[src/sv/nchm_pkg.sv]
// nchm_pkg: shared constants, opcodes and command struct for the
// nearest-code Hamming matcher. No dependencies.
package nchm_pkg;

    localparam int ENTRIES   = 16;
    localparam int CODE_BITS = 20;
    localparam int IDX_W     = 4;    // entry_index / match_index width
    localparam int DIST_W    = 5;    // Hamming distance width
    localparam int CNT_W     = 5;    // entry_count width, holds ENTRIES itself

    localparam logic OP_WRITE = 1'b0;
    localparam logic OP_QUERY = 1'b1;

    localparam logic [CNT_W-1:0] ENTRIES_CNT = CNT_W'(ENTRIES);

    // controller to datapath commands
    typedef struct packed {
        logic             wr;       // store the input code at entry_index
        logic             start;    // latch query code, clear best-so-far
        logic             rd_en;    // read one table entry
        logic [IDX_W-1:0] rd_addr;
        logic             load;     // move best-so-far into the output register
    } t_dp_cmd;

    // number of set bits in a code word
    function automatic logic [DIST_W-1:0] bit_count(input logic [CODE_BITS-1:0] v);
        logic [DIST_W-1:0] n;
        n = '0;
        for (int b = 0; b < CODE_BITS; b++) begin
            n = n + DIST_W'(v[b]);
        end
        return n;
    endfunction

endpackage

[src/sv/nchm_datapath.sv]
// nchm_datapath: code table memory, Hamming compare and best-match tracking,
// output payload register. Depends on nchm_pkg.
module nchm_datapath (
    input  logic                             i_clk,
    input  nchm_pkg::t_dp_cmd                i_cmd,
    input  logic [nchm_pkg::IDX_W-1:0]       i_entry_index,
    input  logic [nchm_pkg::CODE_BITS-1:0]   i_code_value,
    output logic                             o_found,
    output logic [nchm_pkg::IDX_W-1:0]       o_match_index,
    output logic [nchm_pkg::DIST_W-1:0]      o_distance,
    output logic                             o_exact
);
    import nchm_pkg::*;

    logic [CODE_BITS-1:0] r_table [ENTRIES];
    logic [CODE_BITS-1:0] r_rd_data;
    logic [IDX_W-1:0]     r_rd_idx;
    logic                 r_rd_vld;
    logic [CODE_BITS-1:0] r_code;

    logic                 r_found;
    logic                 r_exact;
    logic [IDX_W-1:0]     r_best_idx;
    logic [DIST_W-1:0]    r_best_dist;

    logic [DIST_W-1:0]    w_dist;
    logic                 w_hit;

    // table memory: one write port, one registered read port
    always_ff @(posedge i_clk) begin
        if (i_cmd.wr) begin
            r_table[i_entry_index] <= i_code_value;
        end
        if (i_cmd.rd_en) begin
            r_rd_data <= r_table[i_cmd.rd_addr];
        end
        r_rd_idx <= i_cmd.rd_addr;
        r_rd_vld <= i_cmd.rd_en;
    end

    // distance of the entry read last cycle
    assign w_dist = bit_count(r_rd_data ^ r_code);
    assign w_hit  = (r_rd_data == r_code);

    // best-so-far; an exact hit freezes the result
    always_ff @(posedge i_clk) begin
        if (i_cmd.start) begin
            r_code      <= i_code_value;
            r_found     <= 1'b0;
            r_exact     <= 1'b0;
            r_best_idx  <= '0;
            r_best_dist <= '0;
        end else if (r_rd_vld && !r_exact) begin
            if (w_hit) begin
                r_found     <= 1'b1;
                r_exact     <= 1'b1;
                r_best_idx  <= r_rd_idx;
                r_best_dist <= '0;
            end else if (!r_found || (w_dist < r_best_dist)) begin
                r_found     <= 1'b1;
                r_best_idx  <= r_rd_idx;
                r_best_dist <= w_dist;
            end
        end
    end

    // output payload register
    always_ff @(posedge i_clk) begin
        if (i_cmd.load) begin
            o_found       <= r_found;
            o_match_index <= r_best_idx;
            o_distance    <= r_best_dist;
            o_exact       <= r_exact;
        end
    end

endmodule

[src/sv/nchm_ctrl.sv]
// nchm_ctrl: handshake, entry_count register and scan sequencer.
// Drives nchm_datapath through t_dp_cmd. Depends on nchm_pkg.
module nchm_ctrl (
    input  logic                         i_clk,
    input  logic                         i_rst_n,
    input  logic                         i_in_valid,
    output logic                         o_in_stall,
    input  logic                         i_operation,
    output logic                         o_out_valid,
    input  logic                         i_out_stall,
    input  logic                         i_cfg_wr_en,
    input  logic [nchm_pkg::CNT_W-1:0]   i_cfg_wr_data,
    output nchm_pkg::t_dp_cmd            o_cmd
);
    import nchm_pkg::*;

    typedef enum logic [1:0] {S_IDLE, S_SCAN, S_FLUSH, S_OUT} t_state;

    t_state           r_state;
    logic [CNT_W-1:0] r_entry_count;
    logic [CNT_W-1:0] r_limit;
    logic [CNT_W-1:0] r_cnt;
    logic             r_out_valid;

    logic             w_accept;
    logic             w_out_free;
    logic [CNT_W-1:0] w_limit;
    logic [CNT_W-1:0] w_cnt_inc;

    // input held off during reset and while a query is in progress
    assign o_in_stall  = !i_rst_n || (r_state != S_IDLE);
    assign o_out_valid = r_out_valid;
    assign w_accept    = i_in_valid && !o_in_stall;
    assign w_out_free  = !r_out_valid || !i_out_stall;
    assign w_limit     = (r_entry_count > ENTRIES_CNT) ? ENTRIES_CNT : r_entry_count;
    assign w_cnt_inc   = r_cnt + CNT_W'(1);

    // datapath commands
    always_comb begin
        o_cmd         = '0;
        o_cmd.wr      = w_accept && (i_operation == OP_WRITE);
        o_cmd.start   = w_accept && (i_operation == OP_QUERY);
        o_cmd.rd_en   = (r_state == S_SCAN);
        o_cmd.rd_addr = r_cnt[IDX_W-1:0];
        o_cmd.load    = (r_state == S_OUT) && w_out_free;
    end

    // state, counters and output valid
    always_ff @(posedge i_clk) begin
        if (!i_rst_n) begin
            r_state       <= S_IDLE;
            r_entry_count <= '0;
            r_limit       <= '0;
            r_cnt         <= '0;
            r_out_valid   <= 1'b0;
        end else begin
            if (i_cfg_wr_en) begin
                r_entry_count <= i_cfg_wr_data;
            end
            if (r_out_valid && !i_out_stall) begin
                r_out_valid <= 1'b0;
            end
            unique case (r_state)
                S_IDLE: begin
                    if (o_cmd.start) begin
                        r_cnt   <= '0;
                        r_limit <= w_limit;
                        r_state <= (w_limit == '0) ? S_FLUSH : S_SCAN;
                    end
                end
                S_SCAN: begin
                    r_cnt <= w_cnt_inc;
                    if (w_cnt_inc == r_limit) begin
                        r_state <= S_FLUSH;
                    end
                end
                S_FLUSH: begin
                    r_state <= S_OUT;
                end
                S_OUT: begin
                    if (w_out_free) begin
                        r_out_valid <= 1'b1;
                        r_state     <= S_IDLE;
                    end
                end
                default: r_state <= S_IDLE;
            endcase
        end
    end

    // scan never reads past the search limit
    a_scan_in_range: assert property (@(posedge i_clk) disable iff (!i_rst_n)
        (r_state == S_SCAN) |-> (r_cnt < r_limit))
        else $error("scan address beyond limit");

    // a result is never loaded over one still waiting
    a_load_free: assert property (@(posedge i_clk) disable iff (!i_rst_n)
        o_cmd.load |-> !(r_out_valid && i_out_stall))
        else $error("result overwritten while stalled");

    // a write transaction keeps the block idle
    a_write_idle: assert property (@(posedge i_clk) disable iff (!i_rst_n)
        o_cmd.wr |=> (r_state == S_IDLE))
        else $error("write left idle state");

    // output valid only rises out of the output state
    a_valid_src: assert property (@(posedge i_clk) disable iff (!i_rst_n)
        $rose(r_out_valid) |-> ($past(r_state) == S_OUT))
        else $error("output valid raised outside output state");

endmodule

[src/sv/nearest_code_hamming_match.sv]
// nearest_code_hamming_match: top level of the nearest-code Hamming matcher.
// Instantiates nchm_ctrl and nchm_datapath; depends on nchm_pkg.
//
// Usage:
//   Input channel (i_in_valid / o_in_stall) carries one transaction of
//   operation, entry_index and code_value. Operation write stores the code in
//   the table slot and gives no result. Operation query scans slots 0 to
//   entry_count-1 (entry_count saturated at 16) and gives one result on the
//   output channel (o_out_valid / i_out_stall): found, match_index,
//   distance, exact.
//   Flow: an accepted query scans the table, lets the last compare settle,
//   then waits until the output register is free to load the result; the
//   block takes no new transaction until it is back in idle. The scan reads
//   one table entry per cycle through the single memory read port.
//   Configuration: i_cfg_wr_en / i_cfg_wr_data write entry_count; write it
//   only while the block is idle.
//   Reset clears control state and entry_count to 0 and stalls the input while
//   held; table contents are undefined until written. A stalled result holds
//   in the output register; a new query may scan meanwhile and then waits
//   until that result is taken.
module nearest_code_hamming_match (
    input  logic                                 i_clk,
    input  logic                                 i_rst_n,
    input  logic                                 i_in_valid,
    output logic                                 o_in_stall,
    input  logic                                 i_operation,
    input  logic [nchm_pkg::IDX_W-1:0]           i_entry_index,
    input  logic [nchm_pkg::CODE_BITS-1:0]       i_code_value,
    output logic                                 o_out_valid,
    input  logic                                 i_out_stall,
    output logic                                 o_found,
    output logic [nchm_pkg::IDX_W-1:0]           o_match_index,
    output logic [nchm_pkg::DIST_W-1:0]          o_distance,
    output logic                                 o_exact,
    input  logic                                 i_cfg_wr_en,
    input  logic [nchm_pkg::CNT_W-1:0]           i_cfg_wr_data
);
    import nchm_pkg::*;

    t_dp_cmd w_cmd;

    // sequencer
    nchm_ctrl u_ctrl (
        .i_clk         (i_clk),
        .i_rst_n       (i_rst_n),
        .i_in_valid    (i_in_valid),
        .o_in_stall    (o_in_stall),
        .i_operation   (i_operation),
        .o_out_valid   (o_out_valid),
        .i_out_stall   (i_out_stall),
        .i_cfg_wr_en   (i_cfg_wr_en),
        .i_cfg_wr_data (i_cfg_wr_data),
        .o_cmd         (w_cmd)
    );

    // table and compare
    nchm_datapath u_dp (
        .i_clk         (i_clk),
        .i_cmd         (w_cmd),
        .i_entry_index (i_entry_index),
        .i_code_value  (i_code_value),
        .o_found       (o_found),
        .o_match_index (o_match_index),
        .o_distance    (o_distance),
        .o_exact       (o_exact)
    );

endmodule
[config.mk]
export PLATFORM = sky130hd
export DESIGN_NAME = nearest_code_hamming_match
export DESIGN_NICKNAME = d
export VERILOG_FILES = /design/src/sv/nchm_pkg.sv /design/src/sv/nchm_datapath.sv /design/src/sv/nchm_ctrl.sv /design/src/sv/nearest_code_hamming_match.sv
export SDC_FILE = /design/constraint.sdc
export NUM_CORES = 1
export LEC_CHECK = 0
export ABC_AREA = 1
export BUFFER_PORTS_ARGS = -buffer_cell sky130_fd_sc_hd__buf_2
export CORE_AREA = 5 5 206 208
export CTS_BUF_LIST = sky130_fd_sc_hd__clkbuf_4 sky130_fd_sc_hd__clkbuf_8 sky130_fd_sc_hd__clkbuf_16
export CTS_CLUSTER_DIAMETER = 50
export DETAILED_ROUTE_END_ITERATION = 10
export DIE_AREA = 0 0 211 213
export GPL_ROUTABILITY_DRIVEN = 0
export PLACE_DENSITY = 0.69
export SYNTH_ARGS = -nofsm -noshare
export SYNTH_HDL_FRONTEND = slang
export SYNTH_SLANG_ARGS = --single-unit
[constraint.sdc]
create_clock -name i_clk -period 5.5 [get_ports i_clk]
set_clock_uncertainty 0.05 [all_clocks]
set_input_delay 0.275 -clock i_clk [delete_from_list [all_inputs] [get_ports i_clk]]
set_output_delay 0.275 -clock i_clk [all_outputs]
set_load 0.02 [all_outputs]
======== Yosys cells after proc, flatten, opt, wreduce, memory -nomap -nowiden ========
Memory sizes are Yosys's and may differ from the RTL's. A register that Yosys moved wholly into a read port is not among the register bits.
Index checks and enable logic that the tools add are counted.
storage, ports and cells
  register bits ........................... 65
  latch bits .............................. 0
  RAM bits ................................ 320
  memory bits (read-only) ................. 0
  input port bits ......................... 35
  logic and storage cells ................. 93
  memories ................................ 1
memory list
  memory        words  width  read ports  clocked after memory_dff  wr ports  line                 source
  u_dp.r_table  16     20     1           1                         1         nchm_datapath.sv:15  logic [CODE_BITS-1:0] r_table [ENTRIES];
cells by class
  add/sub/neg operators ................... 20
  $mul .................................... 0
  div/mod/pow operators ................... 0
  $lt $le $gt $ge ......................... 2
  equality and inequality tests ........... 8
  shift-type cells ........................ 0
  mux-type cells .......................... 19
  bitwise logic cells ..................... 2
  reductions and logical operators ........ 25
operators by type and width
  cell                 number
  $add 5x1->5          18
  $eq 20x20->1         1
  $mux 5               4
  $xor 20x20->20       1
  $pmux 5 s2           1
  $mux 2               4
  $mux 4               2
  $pmux 2 s4           1
  $reduce_and 2->1     4
  $mux 1               7
  $logic_and 1x1->1    6
  $logic_not 1->1      6
  $reduce_bool 2->1    3
  $add 5x1->5 const B  1
  $eq 5x5->1           1
  $gt 5x5->1 const B   1
  $logic_not 5->1      1
  $lt 5x5->1           1
  $eq 2x2->1 const B   2
  $ne 2x1->1 const B   2
  $logic_or 1x1->1     3
  $reduce_and 3->1     1
  $add 1x1->2          1
  $eq 2x1->1 const B   1
  3 further kinds      3

======== Longest topological paths before layout ========
  word-level depth ........................ 24
  mapped depth ............................ 27
  mapped depth without buffers ............ 26

======== Modules after synthesis ========
From an unflattened synthesis, not the netlist that was laid out.
unflattened totals
  cell total of the unflattened synthesis .. 1280
  area total of the unflattened synthesis .. 16967.5 sq um
by module, submodules not included
  module         instances  cells an instance  area an instance (sq um)
  nchm_datapath  1          1139               15952.8
  nchm_ctrl      1          141                1014.7

======== Worst setup path after synthesis ========
Ideal clock, no wire load.
  path kind ............................... flip-flop to flip-flop
  start ................................... register u_dp.r_code[1]
  end ..................................... register u_dp.r_best_dist[3]
  library setup time ...................... 113 ps
  data arrival time ....................... 5260 ps
  path slack .............................. 77 ps
  stages on the path, launching flop included .. 26
  period minus slack after synthesis ...... 5423 ps
  path through ............................ edfxtp_1 > xnor2_1 > inv_1 > ha_1 > fa_1 > fa_1 > fa_1 > inv_1 > fa_1 > inv_1 > fa_1 > inv_1 > fa_1 > inv_1 > fa_1 > nand3_1 > nand2_1 > ha_1 > a21oi_1 > o21ai_0 > o21a_1 > nand2_4 > buf_12 > nand3_2 > nand2_1 > nor2_2
on the way
  word-level cells in the longest chain between the ends .. 24
  elaborated cells between the ends (all ways) .. 27
  classes of those cells .................. add/sub: 19; order compare: 1; eq/ne: 1; mux: 2; bitwise: 1; reduce/logical: 3
RTL lines
  item                         line                 source
  from (decl)                  nchm_datapath.sv:19  logic [CODE_BITS-1:0] r_code;
  from (signal assigned)       nchm_datapath.sv:48  r_code <= i_code_value;
  $xor 20x20->20               nchm_datapath.sv:42  assign w_dist = bit_count(r_rd_data ^ r_code);
  $add 1x1->2                  nchm_pkg.sv:30       n = n + DIST_W'(v[b]);
  $add 5x1->5 (18 in series)   nchm_pkg.sv:30
  $lt 5x5->1                   nchm_datapath.sv:59  end else if (!r_found || (w_dist < r_best_dist)) begin
  $logic_or 1x1->1             nchm_datapath.sv:59
  $reduce_bool 2->1 (no line)  -
  $reduce_and 2->1 (no line)   -
  to (signal assigned)         nchm_datapath.sv:62  r_best_dist <= w_dist;
  to (decl)                    nchm_datapath.sv:24  logic [DIST_W-1:0] r_best_dist;
Several ways; a longest one is shown, not always the timed one. The select of a mux whose other input is x is not followed.
A chain may end at the register's enable or synchronous reset.

======== Final worst setup path ========
  start ................................... register u_dp.r_code[1]
  end ..................................... register u_dp.r_best_idx[0]
on the way
  word-level cells in the longest chain between the ends .. 24
  elaborated cells between the ends (all ways) .. 26
  classes of those cells .................. add/sub: 19; order compare: 1; eq/ne: 1; mux: 1; bitwise: 1; reduce/logical: 3
RTL lines
  item                         line                 source
  $xor 20x20->20               nchm_datapath.sv:42
  $add 1x1->2                  nchm_pkg.sv:30
  $add 5x1->5 (18 in series)   nchm_pkg.sv:30
  $lt 5x5->1                   nchm_datapath.sv:59
  $logic_or 1x1->1             nchm_datapath.sv:59
  $reduce_bool 2->1 (no line)  -
  $reduce_and 2->1 (no line)   -
  to (signal assigned)         nchm_datapath.sv:57  r_best_idx <= r_rd_idx;
  to (signal assigned)         nchm_datapath.sv:61  r_best_idx <= r_rd_idx;
  to (decl)                    nchm_datapath.sv:23  logic [IDX_W-1:0] r_best_idx;
Several ways; a longest one is shown, not always the timed one.

==> flow_metrics.tcl <==
set metrics [dict create \
    outcome "finished with violations" \
    violations "setup timing" \
    routedWlPerCell_microns 20.20 \
    fmax_mhz 180.0 \
    p_sw_mw 3.641 \
    timing.hold.ws_ns 0.05392 \
    ys_ff_latch 405 \
    cp_cell_sequence "xnor2_2, inv_2, ha_4, fa_1, fa_1, fa_1, inv_1, fa_1, inv_1, fa_1, inv_2, fa_2, inv_2, fa_2, ha_4, nand4_1, a21oi_1, o21a_2, nand2_4, buf_4, a21oi_2, nor2_1" \
    cts_tree "built" \
    cpPeakStageDelay_ns 0.49 \
    end_kind "flip-flop" \
    synth-seq-area-share_pct 70.54 \
    clk-insertion-delay-late_ns 0.54 \
    pwr-share-seq_pct 33.1 \
    ys_top_cells_by_area "edfxtp_1 (66%), nor2_1 (4.6%), dfxtp_1 (4.1%), mux2i_1 (3.2%), o21ai_0 (3.1%)" \
    startpoint "u_dp.r_code[1]" \
    drtIter0Drc 856 \
    peakVddDrop_mv 0.8728 \
    core-area_sq_mm 0.04037 \
    setup_viol 7 \
    path_class "flip-flop to flip-flop" \
    clk_pin_slew_ns 0.06 \
    rsz0062_at_grt "true" \
    cts_made_buffers 43 \
    post-route-util_pct 47.58 \
    pre_cts_ws_ns -0.1915 \
    slew_headroom_pct 21.23 \
    die_w_microns 211 \
    internal-power_mw 7.284 \
    final_nets 1403 \
    grt-ovfl-total 0 \
    pwr-share-comb_pct 41.4 \
    drt-pass1-iter-count 5 \
    design_area_sq_mm 0.01921 \
    synth_edf_count 371 \
    die_area_sq_mm 0.04494 \
    power.density_mw_per_mm2 568.9 \
    worst_hold_startpoint "i_rst_n" \
    rr_endpoint "u_dp.r_best_idx[0]" \
    cts_sinks 405 \
    cp_max_fo 8 \
    start_kind "flip-flop" \
    vias 10190 \
    critPathBufInv 6 \
    grt_pass1_vias 10247 \
    tightest_slew_ns 1.182 \
    final_cell_mix "edfxtp_1 (371), nor2_1 (188), nand2_1 (109)" \
    switching_share_pct 33.33 \
    antenna_found_initial 0 \
    r2r_setup_slack_ns -0.05 \
    min_path_type "primary input to flip-flop" \
    antenna_cells 0 \
    avgSynthCellArea_sq_um 13.30 \
    async_flop_share_pct 0 \
    start_util_pct 41.51 \
    final_common_cell "edfxtp_1" \
    grt_max_degree 114 \
    reg2reg_from "u_dp.r_code[1]" \
    yosysWarningCount 0 \
    syn_inst 1260 \
    drc 0 \
    syn_area_sq_mm 0.01676 \
    grtUsageTotal_pct 16.81 \
    area_delta_synth_final_pct 14.61 \
    row_count 74 \
    reg2reg_depth 22 \
    final_antenna_net_count 0 \
    fillers 3490 \
    crit_slowest_cell "fa_1" \
    h-tree-depth 2 \
    slew_violations 0 \
    yosys.area.top_type "edfxtp_1" \
    fin_ws_ns -0.05403 \
    syn_nets 1327 \
    clockBufferDepth 3 \
    arrival_ns 5.94 \
    place_area_sq_mm 0.01754 \
    dp_hpwl_microns 20950 \
    crit_top_cell "fa_1" \
    yosys_most_used_dff "edfxtp_1" \
    min_delay_path_depth 3 \
    critical_path.top_delay_family "adder cells" \
    synth_top_area_share_pct 66.48 \
    avgViaCountPerCell 5.372 \
    yosysUniqueCellTypes 41 \
    finalHoldViolCount 0 \
    drive_above_1_share_pct 16.12 \
    ios 48 \
    min_period_ns 5.554 \
    io_buffers 47 \
    required_ns 5.88 \
    grt_first_pass_wirelength_microns 58480 \
    power.leakage_nw 6.535 \
    die_h_microns 213 \
    holdPathEnd "u_ctrl.r_state[0]" \
    ctsRootBufferMaster "clkbuf_16" \
    fin_crit_sh_pct 101.0 \
    clockPowerShare_pct 25.5 \
    finalWirelength_microns 38320 \
    cap_violations 0 \
]
[tightest hold or removal path, cell delays in order]
cell     delay (ns)
buf_2          0.19
nand2_1        0.10
nor2_1         0.03
[timing repair]
item	in CTS	in global routing
gates resized for setup	8	15
hold buffers	10	0
endpoints found under the setup margin	9	9
setup buffers	7	4
cloned	1	0
pin swaps	11	13
endpoints found under the hold margin	6	0
[state kept, by name, summed over array words and instances (netlist names), 2 cells and up]
name,flops
u_dp.o_match_index,4
u_ctrl.r_cnt,5
u_dp.r_best_idx,4
u_ctrl.r_entry_count,5
u_dp.r_best_dist,5
u_dp.r_rd_idx,4
u_dp.r_rd_data,20
u_dp.r_code,20
u_dp.o_distance,5
u_ctrl.r_state,2
u_dp.r_table,320
u_ctrl.r_limit,5
[layer usage]
layer  wire length (microns)  track usage, %  vias up
li1                        -               -     4751
met1                   15880           21.41     5067
met2                   19420           30.12      306
met3                    2172           2.512       66
met4                     854           4.650        0
met5                       0               0        -
[final cells by class]
type                       instances  area (sq um)  share of cell area, %
clock buffer                      52          1161                  6.046
clock inverter                    22         207.7                  1.081
tap                              532         665.6                  3.466
timing repair buffer              95         631.9                  3.290
multi-input combinational        711          4407                  22.94
sequential                       405         11830                  61.60
inverter                          80         302.8                  1.577
[Yosys cell counts, types with 2 or more instances]
master      n
edfxtp_1  371
nor2_1    204
nand2_1   111
o21ai_0   104
inv_1      75
mux2i_1    54
o221ai_1   54
clkbuf_1   34
dfxtp_1    34
nand3_1    32
a21oi_1    20
ha_1       19
o211ai_1   18
o32ai_1    18
buf_2      15
fa_1       13
a21oi_2     9
buf_6       8
nor3_1      8
o22ai_1     8
nor2_2      7
xor2_1      7
xnor2_1     6
buf_4       5
inv_2       3
nand3_2     3
nand4_1     3
a211oi_1    2
nand2_2     2
nand2_4     2
[power groups by stage]
stage | Sequential [mW] | Clock [mW] | Combinational, mW
final | 3.62 | 2.78 | 4.53
after detailed placement | 3.68 | 0 | 3.06
after global routing | 3.63 | 2.96 | 5.00
after floorplan | 3.65 | 0 | 2.65
after CTS | 3.62 | 2.83 | 3.72
after global placement | 3.67 | 0 | 2.92
[stage by stage]
step / std cells / total power [mW] / TNS [ns]
2_1_floorplan: 1260 / 6.303 / 0
3_3_place_gp: 1801 / 6.597 / -0.7519
3_5_place_dp: 1801 / 6.744 / -1.623
4_1_cts: 1893 / 10.17 / -0.8473
5_1_grt: 1897 / 11.60 / -2.229
6_report: 1897 / 10.93 / -0.3048
[worst max-delay path by stage]
stage                     endpoint  slack (ns)  cells past startpoint
4_1_cts         u_dp.r_best_idx[3]       -0.12                     22
5_1_grt        u_dp.r_best_dist[0]       -0.28                     22
3_3_place_gp   u_dp.r_best_dist[2]       -0.09                     24
6_report        u_dp.r_best_idx[0]       -0.05                     22
3_5_place_dp   u_dp.r_best_dist[4]       -0.19                     24
2_1_floorplan  u_dp.r_best_dist[3]        0.08                     25
[cells by family (layout without fill, tap and decap cells)]
family	Yosys count	after routing	share of synthesized area (%)
buffers and inverters	145	249	4.002
AND/OR/NAND/NOR	376	377	9.326
flip-flops	405	405	70.54
AO/OA/AOI/OAI	235	235	9.251
multiplexers	54	54	3.226
adder cells (fa/ha/maj)	32	32	2.972
XOR/XNOR	13	13	0.6795
(Power assumes the default switching activity.)
